## config.mk

```make
export PLATFORM = sky130hd
export DESIGN_NAME = fre_ctrl
export DESIGN_NICKNAME = d
export VERILOG_FILES = /design/src/rtl/fre_pkg.sv /design/src/rtl/fre_ctrl.sv
export SDC_FILE = /design/constraint.sdc
export NUM_CORES = 1
export LEC_CHECK = 0
export ABC_AREA = 1
export BUFFER_PORTS_ARGS = -buffer_cell sky130_fd_sc_hd__buf_4
export CAP_MARGIN = 5
export CORE_AREA = 4 4 41 43
export CTS_CLUSTER_DIAMETER = 30
export DETAILED_ROUTE_END_ITERATION = 6
export DIE_AREA = 0 0 45 47
export PLACE_DENSITY_LB_ADDON = 0.08
export SLEW_MARGIN = 20
export SYNTH_ARGS = -nofsm -noshare
export SYNTH_HDL_FRONTEND = slang
export SYNTH_SLANG_ARGS = --single-unit
```

## constraint.sdc

```tcl
create_clock -name clk -period 2.06 [get_ports clk]
set_clock_uncertainty 0.15 [all_clocks]
set_input_delay 0.206 -clock clk [delete_from_list [all_inputs] [get_ports clk]]
set_output_delay 0.206 -clock clk [all_outputs]
set_load 0.005 [all_outputs]
```

## src/rtl/fre_pkg.sv

```systemverilog
// fre_pkg: shared types and constants of the frame rotation engine.
// No dependencies; every rtl/ file refers to it by scoped names.
`default_nettype none

package fre_pkg;

  localparam int PIX_W     = 24;
  localparam int CFG_W     = 7;
  localparam int CFG_IDX_W = 2;

  typedef logic [CFG_IDX_W-1:0] cfg_idx_t;
  typedef logic [CFG_W-1:0]     size_t;
  typedef logic [PIX_W-1:0]     pix_t;

  // Configuration register indexes
  localparam cfg_idx_t CFG_FRAME_WIDTH   = 2'd0;
  localparam cfg_idx_t CFG_FRAME_HEIGHT  = 2'd1;
  localparam cfg_idx_t CFG_ROTATION_MODE = 2'd2;

  // Item opcodes
  localparam logic OP_WRITE = 1'b0;
  localparam logic OP_FETCH = 1'b1;

  // Rotation modes
  localparam logic MODE_QUARTER = 1'b0;
  localparam logic MODE_HALF    = 1'b1;

  typedef struct packed {
    logic op;
    pix_t pixel;
  } in_item_t;

  typedef struct packed {
    pix_t pixel_out;
    logic last_pixel;
    logic error;
  } out_item_t;

  typedef enum logic {
    ST_LOAD,
    ST_DRAIN
  } fre_state_t;

  // Controller to datapath
  typedef struct packed {
    logic wr;
    logic rd;
    logic err;
    logic clr;
  } fre_cmd_t;

  // Datapath to controller
  typedef struct packed {
    logic load_last;
    logic frame_last;
  } fre_status_t;

endpackage

`default_nettype wire

```

## src/rtl/fre_ctrl.sv

```systemverilog
// fre_ctrl: load/drain controller of the frame rotation engine.
// Depends on fre_pkg for state, command and status types.
`default_nettype none

module fre_ctrl (
  input  wire                 clk,
  input  wire                 rst_n,
  input  wire                 start,
  input  wire                 op,
  input  wire                 restart,
  input  fre_pkg::fre_status_t status,
  output fre_pkg::fre_cmd_t   cmd
);

  fre_pkg::fre_state_t state_r;
  fre_pkg::fre_state_t state_nxt;

  always_ff @(posedge clk) begin
    if (!rst_n) begin
      state_r <= fre_pkg::ST_LOAD;
    end else begin
      state_r <= state_nxt;
    end
  end

  always_comb begin
    state_nxt = state_r;
    cmd       = '0;
    if (restart) begin
      cmd.clr   = 1'b1;
      state_nxt = fre_pkg::ST_LOAD;
    end else if (start) begin
      unique case (state_r)
        fre_pkg::ST_LOAD: begin
          if (op == fre_pkg::OP_FETCH) begin
            cmd.err = 1'b1;
          end else begin
            cmd.wr = 1'b1;
            if (status.load_last) begin
              state_nxt = fre_pkg::ST_DRAIN;
            end
          end
        end
        fre_pkg::ST_DRAIN: begin
          // drop writes while a full frame waits
          if (op == fre_pkg::OP_FETCH) begin
            cmd.rd = 1'b1;
            if (status.frame_last) begin
              cmd.clr   = 1'b1;
              state_nxt = fre_pkg::ST_LOAD;
            end
          end
        end
        default: begin
          state_nxt = fre_pkg::ST_LOAD;
        end
      endcase
    end
  end

endmodule

`default_nettype wire

```

[Word level (Yosys, flattened, before mapping)]
Cells that the tools add are included.
Storage, ports and cells
  flip-flop bits (word level): 1
  bits of input ports: 7
  output and inout bits: 4
Operators by class
  mux-type cells: 16
  bitwise gates (word level): 2
  reduce and logical (&&, ||, !) cells: 1
Operators by type and width (number)
  two-way mux 1 bit: 13
  two-way mux 4 bit: 1
  two-way mux 3 bit: 1
  inverter 1 bit: 2
  case mux 1 bit (2 select lines): 1
  OR reduction 2 bit: 1

[Logic depth before layout (Yosys ltp)]
Gate-level depths: netlist (run 1).
  depth in word-level cells: 5
  mapped depth: 5

[Worst setup path after synthesis (run 1)]
Ideal clock, no wire load.
  path type: reg2out
  from: register state_r
  to: output cmd[2] (netlist name)
  arrival time: 553 ps
  required time: 1704 ps
  path slack: 1151 ps
  stages on the path, launching flop included: 3
  path buffers: 0
  cells stage by stage: dfxtp_1 -> inv_1 -> nor3_1
RTL lines
  from (decl): RTL line fre_ctrl.sv:15  | fre_pkg::fre_state_t state_r;
  from (signal assigned): RTL line fre_ctrl.sv:20  | state_r <= fre_pkg::ST_LOAD;
  from (signal assigned): RTL line fre_ctrl.sv:22  | state_r <= state_nxt;
  to (decl): RTL line fre_ctrl.sv:12  | output fre_pkg::fre_cmd_t cmd

==> impl_metrics.env, run 1 <==
export IMPL_status="complete, no violations"
export IMPL_grt_max_degree=5
export IMPL_final_nets=36
export IMPL_grt_pass1_wl_um=496
export IMPL_start_util=0.0673
export IMPL_crit_path_start_kind="input port"
export IMPL_combPwrFrac=0.522
export IMPL_post_cts_setup_buffer_count=0
export IMPL_yosysMostFrequentCell="nand2_1"
export IMPL_synth_fp_nets=24
export IMPL_hold_violations=0
export IMPL_vdd_ir_drop_max_v=0.0000887
export IMPL_min_delay_path_depth=3
export IMPL_clkTransAtPathRegs_ns=0
export IMPL_viasPerCell=2.95
export IMPL_grt_ovfl_total=0
export IMPL_slew_headroom=0.897
export IMPL_io_buffers=10
export IMPL_synth_edf_count=0
export IMPL_critPathKind="in -> out"
export IMPL_path_buf_inv=3
export IMPL_drv_slew=0
export IMPL_dr_pass1_iters=4
export IMPL_final_cell_area_um2=181
export IMPL_setup_tns_final_ns=0
export IMPL_cp_depth=5
export IMPL_sequentialPowerShare=0.478
export IMPL_tightest_slew_ns=0.153
export IMPL_reg2reg_depth=3
export IMPL_syn_inst=17
export IMPL_die_y_um=47
export IMPL_switching_share=0.222
export IMPL_reg_largest_list="state_r (1)"
export IMPL_power_uw=42.8
export IMPL_synth_cell_types=8
export IMPL_yosys_area_top_type="nand2_1"
export IMPL_io_pins=11
export IMPL_fillers=164
export IMPL_die_area_um2=2120
export IMPL_grt_pass1_vias=131
export IMPL_clk_latency_ns=0
export IMPL_ant_nets=0
export IMPL_hp_class="in -> reg"
export IMPL_row_count=13
export IMPL_crit_top_cell="buf_4"
export IMPL_slowest_stage="buf_4"
export IMPL_drt_wl_total_um=309
export IMPL_yosys_warnings=0
export IMPL_path_max_fanout=3
export IMPL_wl_per_cell_um=7.36
export IMPL_max_freq_mhz=946
export IMPL_die_x_um=45
export IMPL_postCtsResizedCells=0
export IMPL_arrival_ns=0.70
export IMPL_grt_use_total=0.0299
export IMPL_core_area_um2=1300
export IMPL_rsz0062_at_grt="no"
export IMPL_vias=124
export IMPL_final_min_clock_period_ns=1.06
export IMPL_synth_commonest_cells="nand2_1, inv_1, nor2_1"
export IMPL_multi_input_area_um2=56.3
export IMPL_synthTopCellsByArea="nand2_1, dfxtp_1, inv_1"
export IMPL_hpwlAfterDp_um=298
export IMPL_drt_initial_drc_count=2
export IMPL_seq_area_um2=20.0
export IMPL_p_leak_nw=0.0977
export IMPL_p_per_area_nw_per_um2=236
export IMPL_synth_cell_area_um2=87.6
export IMPL_synth_seq_cells=1
export IMPL_gp_congestion=0.642
export IMPL_clkPwrFrac=0
export IMPL_largest_register_ffs=1
export IMPL_p_sw_uw=9.51
export IMPL_antenna_found_initial=0
export IMPL_place_area_um2=181
export IMPL_place_ws_ns=0.996
export IMPL_intPower_uw=33.2
export IMPL_drv_cap=0
export IMPL_async_flop_share=0
export IMPL_critPathMaxStageDelay_ns=0.12
export IMPL_drc_errors=0
export IMPL_syn_avg_cell_area_um2=5.15
export IMPL_diodes=0
export IMPL_setup_viol=0
export IMPL_final_layout_size_suffix_gt1_frac=0.407
export IMPL_yosysSeqAreaShare=0.229
export IMPL_fin_ws_ns=1.00
export IMPL_cts_hold_buf=0
export IMPL_synth_ff_type="dfxtp_1"
export IMPL_required_ns=1.70
export IMPL_regMostFlops="state_r"
export IMPL_syn_to_final_growth_pct=107
export IMPL_crit_family="buffers and inverters"
export IMPL_path_cells="buf_4, inv_1, nand2_1, nor2_1, buf_4"
export IMPL_period_share=0.513
export IMPL_synth_top_area_frac=0.300
export IMPL_end_kind="output pin"
==> cell usage in the layout, fill, tap and decap left out, drive strengths merged <==
cell / Yosys / final
buf: 0 / 10
dfxtp: 1 / 1
inv: 3 / 3
nand2: 7 / 7
nand3: 1 / 1
nand4: 1 / 1
nor2: 3 / 3
nor3: 1 / 1
==> through the flow <==
stage | cells | util | hold WS [ns]
CTS | 42 | 0.139 | 0.316
floorplan | 17 | - | 0.196
finish | 42 | 0.139 | 0.308
detailed placement | 42 | 0.139 | 0.316
global placement | 42 | 0.139 | 0.310
global route | 42 | 0.139 | 0.340
==> power groups by stage <==
stage	Sequential, mW	Combinational, mW	Clock [mW]
after global placement	0.0204	0.0230	0
final	0.0204	0.0223	0
after detailed placement	0.0204	0.0228	0
after CTS	0.0204	0.0228	0
after global routing	0.0205	0.0251	0
after floorplan	0.0204	0.00735	0
==> worst reg2reg max path: stages, from the launching register on <==
cell and delay [ns]:
dfxtp_1 0.30, nand4_1 0.11, nand2_1 0.11, nor2_2 0.03
==> routing by layer <==
metal  part of all wire  GRT usage
met3               0.13    0.00766
met4                  0          0
met1               0.49     0.0406
met2               0.38     0.0508
met5                  0          0
==> cell type report <==
class | count | area share
inverters | 3 | 0.0621
multi-input cells | 13 | 0.310
flip-flops and latches | 1 | 0.110
well taps | 15 | 0.103
repair buffers | 10 | 0.414
==> final timing paths <==
check / start / to / slack (ns)
min: rst_n / state_r$_SDFFE_PP0P_ / 0.31
max reg2reg: state_r$_SDFFE_PP0P_ / state_r$_SDFFE_PP0P_ / 1.25
min reg2reg: state_r$_SDFFE_PP0P_ / state_r$_SDFFE_PP0P_ / 0.40
max: restart / cmd[1] / 1.00
==> kinds of logic after synthesis <==
logic type,synth area share
flops,0.229
simple gates,0.643
buf+inv,0.129
No activity file was read; power rests on OpenSTA's default activity.
==> inputs of run 2 (changes only) <==
--- a/config.mk
+++ b/config.mk
@@ -5,7 +5,7 @@
 export SDC_FILE = /design/constraint.sdc
 export NUM_CORES = 1
 export LEC_CHECK = 0
-export ABC_AREA = 1
+export ABC_AREA = 0
 export BUFFER_PORTS_ARGS = -buffer_cell sky130_fd_sc_hd__buf_4
 export CAP_MARGIN = 5
 export CORE_AREA = 4 4 41 43
==> constraint.sdc (replaced) <==
create_clock -name clk -period 1.1 [get_ports clk]
set_clock_uncertainty 0.15 [all_clocks]
set_input_delay 0.11 -clock clk [delete_from_list [all_inputs] [get_ports clk]]
set_output_delay 0.11 -clock clk [all_outputs]
set_load 0.005 [all_outputs]
==> impl_metrics.env, run 2 <==
export IMPL_drc_errors=0
export IMPL_p_per_area_nw_per_um2=436
export IMPL_yosysSeqAreaShare=0.239
export IMPL_status="complete, no violations"
export IMPL_row_count=13
export IMPL_fin_ws_ns=0.0566
export IMPL_place_ws_ns=0.0518
export IMPL_drt_wl_total_um=330
export IMPL_postCtsResizedCells=0
export IMPL_vias=110
export IMPL_drv_slew=0
export IMPL_stdcell_count=33
export IMPL_ant_nets=0
export IMPL_hold_violations=0
export IMPL_grt_pass1_wl_um=524
export IMPL_synthTopCellsByArea="dfxtp_1, and4bb_1, and4b_2"
export IMPL_worstHoldStart="rst_n"
export IMPL_gp_congestion=0.652
export IMPL_synth_edf_count=0
export IMPL_grt_use_total=0.0323
export IMPL_yosys_warnings=0
export IMPL_die_area_um2=2120
export IMPL_crit_path_start_kind="flop"
export IMPL_largest_register_ffs=1
export IMPL_wl_per_cell_um=10.0
export IMPL_met3_usage=0.0115
export IMPL_fillers=158
export IMPL_grt_max_degree=6
export IMPL_place_area_um2=178
export IMPL_synth_fp_nets=15
export IMPL_rr_startpoint="state_r$_SDFFE_PP0P_"
export IMPL_start_util=0.0644
export IMPL_synth_ff_type="dfxtp_1"
export IMPL_arrival_ns=0.78
export IMPL_critPathKind="reg -> out"
export IMPL_setup_tns_final_ns=0
export IMPL_io_buffers=10
export IMPL_dr_pass1_iters=2
export IMPL_io_pins=11
export IMPL_synth_top_area_frac=0.239
export IMPL_core_area_um2=1300
export IMPL_slew_headroom=0.833
export IMPL_viasPerCell=3.33
export IMPL_post_cts_setup_buffer_count=0
export IMPL_syn_inst=8
export IMPL_clkTransAtPathRegs_ns=0
export IMPL_final_nets=27
export IMPL_met2_usage=0.0339
export IMPL_die_x_um=45
export IMPL_dp_cells=33
export IMPL_rsz0062_at_grt="no"
export IMPL_vdd_ir_drop_max_v=0.000153
export IMPL_required_ns=0.84
export IMPL_use_met1=0.0586
export IMPL_busiest_layer="met1"
export IMPL_synth_seq_cells=1
export IMPL_antenna_found_initial=0
export IMPL_fin_util=0.137
export IMPL_grt_ovfl_total=0
export IMPL_die_y_um=47
export IMPL_end_kind="output pin"
export IMPL_async_flop_share=0
export IMPL_syn_avg_cell_area_um2=10.5
export IMPL_regMostFlops="state_r"
export IMPL_p_leak_nw=0.0805
export IMPL_reg_largest_list="state_r (1)"
export IMPL_syn_to_final_growth_pct=112
export IMPL_cts_hold_buf=0
export IMPL_drt_initial_drc_count=2
export IMPL_hp_class="in -> reg"
export IMPL_final_cell_area_um2=178
export IMPL_diodes=0
export IMPL_final_min_clock_period_ns=1.04
export IMPL_grt_pass1_vias=111
export IMPL_setup_viol=0
export IMPL_path_max_fanout=5
export IMPL_period_share=0.949
export IMPL_crit_start="state_r$_SDFFE_PP0P_"
export IMPL_yosys_area_top_type="dfxtp_1"
export IMPL_synth_cell_area_um2=83.8
export IMPL_tightest_slew_ns=0.247
export IMPL_clk_latency_ns=0
export IMPL_final_common_cell="buf_4"
export IMPL_synth_cell_types=8
export IMPL_final_layout_size_suffix_gt1_frac=0.667
export IMPL_drv_cap=0
export IMPL_max_freq_mhz=958
-- run 2: path summary, 6_finish.rpt --
check / to / slack (ns) / depth (start not counted)
min: state_r$_SDFFE_PP0P_ / 0.25 / 3
max reg2reg: state_r$_SDFFE_PP0P_ / 0.22 / 2
min reg2reg: state_r$_SDFFE_PP0P_ / 0.36 / 2
max: cmd[3] / 0.06 / 2
-- run 2: through the flow --
step | hold WS (ns) | total power [mW]
after global placement | 0.261 | 0.0788
after detailed placement | 0.251 | 0.0780
after CTS | 0.251 | 0.0782
after floorplan | 0.104 | 0.0481
final | 0.249 | 0.0775
after global routing | 0.289 | 0.0812
-- run 2: worst max-delay path, stage by stage, from the launching register on --
cell,delay (ns)
dfxtp_1,0.32
nor4b_1,0.30
buf_4,0.16
-- run 2: area by class of cell --
class                      instances  area, um^2  area share
sequential                         1        20.0       0.113
tap                               15        18.8       0.106
timing repair buffer              10        75.1       0.423
multi-input combinational          7        63.8       0.359
-- run 2: cells by family after synthesis --
| family | synth area share |
|---|---|
| compound gates | 0.224 |
| flops | 0.239 |
| simple gates | 0.537 |
-- run 2: per-layer routing --
layer  vias up  part of all wire
li1         57                 -
met1        42              0.63
met2        11              0.22
met3         0              0.15
met4         0                 0
met5         -                 0
-- run 2: power by group --
group	internal (mW)	total, mW	switching (mW)
sequential	0.0379	0.0389	0.000959
combinational	0.0252	0.0386	0.0134
clock	0	0	0
==> inputs of run 3 (changes only) <==
==> constraint.sdc (replaced) <==
create_clock -name clk -period 1.1 [get_ports clk]
set_clock_uncertainty 0.15 [all_clocks]
set_input_delay 0.22 -clock clk [delete_from_list [all_inputs] [get_ports clk]]
set_output_delay 0.22 -clock clk [all_outputs]
set_load 0.005 [all_outputs]
==> impl_metrics.env, run 3 (same netlist as run 2, synthesis figures left out) <==
export IMPL_regMostFlops="state_r"
export IMPL_drt_initial_drc_count=1
export IMPL_fillers=153
export IMPL_grt_pass1_wl_um=524
export IMPL_grt_max_degree=6
export IMPL_io_pins=11
export IMPL_max_freq_mhz=920
export IMPL_period_share=0.988
export IMPL_min_delay_path_depth=2
export IMPL_hold_violations=0
export IMPL_rrSetupSlack_ns=0.09
export IMPL_die_area_um2=2120
export IMPL_fin_ws_ns=0.0131
export IMPL_path_max_fanout=4
export IMPL_grt_use_total=0.0331
export IMPL_final_cell_mix="buf_4, buf_6"
export IMPL_clkPwrFrac=0
export IMPL_reg_largest_list="state_r (1)"
export IMPL_tightest_slew_ns=0.188
export IMPL_die_x_um=45
export IMPL_reg2reg_depth=3
export IMPL_vias=123
export IMPL_ant_nets=0
export IMPL_antenna_found_initial=0
export IMPL_vdd_ir_drop_max_v=0.000209
export IMPL_diodes=0
export IMPL_p_leak_nw=0.105
export IMPL_p_per_area_nw_per_um2=415
export IMPL_drv_slew=0
export IMPL_post_cts_setup_buffer_count=0
export IMPL_place_ws_ns=-0.0767
export IMPL_final_min_clock_period_ns=1.09
export IMPL_setup_viol=0
export IMPL_rsz0062_at_grt="no"
export IMPL_critPathKind="in -> out"
export IMPL_status="complete, no violations"
export IMPL_final_common_cell="buf_4"
export IMPL_intPower_uw=78.0
export IMPL_core_area_um2=1300
export IMPL_largest_register_ffs=1
export IMPL_crit_path_start_kind="input port"
export IMPL_start_util=0.0644
export IMPL_switching_share=0.184
export IMPL_io_buffers=10
export IMPL_grt_pass1_vias=124
export IMPL_row_count=13
export IMPL_die_y_um=47
export IMPL_clkTransAtPathRegs_ns=0
export IMPL_gp_congestion=0.616
export IMPL_final_nets=30
export IMPL_final_layout_size_suffix_gt1_frac=0.810
export IMPL_viasPerCell=3.42
export IMPL_grt_ovfl_total=0
export IMPL_hp_class="reg -> reg"
export IMPL_wl_per_cell_um=9.50
export IMPL_sequentialPowerShare=0.412
export IMPL_p_sw_uw=17.6
export IMPL_clk_latency_ns=0
export IMPL_slew_headroom=0.875
export IMPL_drt_wl_total_um=342
export IMPL_arrival_ns=0.72
export IMPL_power_uw=95.6
export IMPL_end_kind="output pin"
export IMPL_drv_cap=0
export IMPL_combPwrFrac=0.588
export IMPL_dr_pass1_iters=2
export IMPL_cts_hold_buf=0
export IMPL_drc_errors=0
export IMPL_required_ns=0.73
export IMPL_hold_slack_ns=0.345
export IMPL_syn_to_final_growth_pct=175
## run 3: cell count changes in the layout (fill, tap and decap cells not counted)
cell / change
buf_8: +1
nor4b_2: +1
buf_6: +4
dfxtp_1: -1
nor4b_1: -1
buf_4: -2
dfxtp_2: +1
## run 3: worst paths after layout
kind / from / to
max: restart / cmd[3]
min: state_r$_SDFFE_PP0P_ / state_r$_SDFFE_PP0P_
max reg2reg: state_r$_SDFFE_PP0P_ / state_r$_SDFFE_PP0P_
min reg2reg: state_r$_SDFFE_PP0P_ / state_r$_SDFFE_PP0P_
## run 3: power by group through the flow
| stage | Combinational, mW | Clock (mW) | Sequential, mW |
|---|---|---|---|
| detailed placement | 0.0471 | 0 | 0.0390 |
| finish | 0.0562 | 0 | 0.0394 |
| global placement | 0.0473 | 0 | 0.0390 |
| CTS | 0.0527 | 0 | 0.0391 |
| floorplan | 0.00944 | 0 | 0.0386 |
| global route | 0.0608 | 0 | 0.0395 |
## run 3: final cells by class
type	instances	area, um^2	share of cell area
well taps	15	18.8	0.0815
multi-input cells	7	70.1	0.304
flip-flops and latches	1	21.3	0.0924
repair buffers	13	120	0.522
## run 3: metrics by stage
| step | setup TNS, ns | util | std cells | cell area, um^2 |
|---|---|---|---|---|
| 6_report | 0 | 0.177 | 36 | 230 |
| 5_1_grt | 0 | 0.177 | 36 | 230 |
| 4_1_cts | 0 | 0.167 | 36 | 218 |
| 3_5_place_dp | -0.0811 | 0.154 | 36 | 200 |
| 3_3_place_gp | -0.0820 | 0.154 | 36 | 200 |
| 2_1_floorplan | 0 | - | 8 | 83.8 |
## run 3: what timing repair did
action | in CTS | in global routing
gates resized for setup | 4 | 4
cloned | 0 | 0
pin swaps | 2 | 1
endpoints found under the setup margin | 2 | 4
## run 3: routing by layer
metal / routed length, um / global-route usage / part of all wire
met5: 0 / 0 / 0
met4: 0 / 0 / 0
met3: 76 / 0.00383 / 0.22
met2: 95 / 0.0452 / 0.28
met1: 170 / 0.0563 / 0.50
## run 3: critical path, cell delays in order
cell,delay (ns)
buf_8,0.10
nor4b_2,0.25
buf_4,0.15
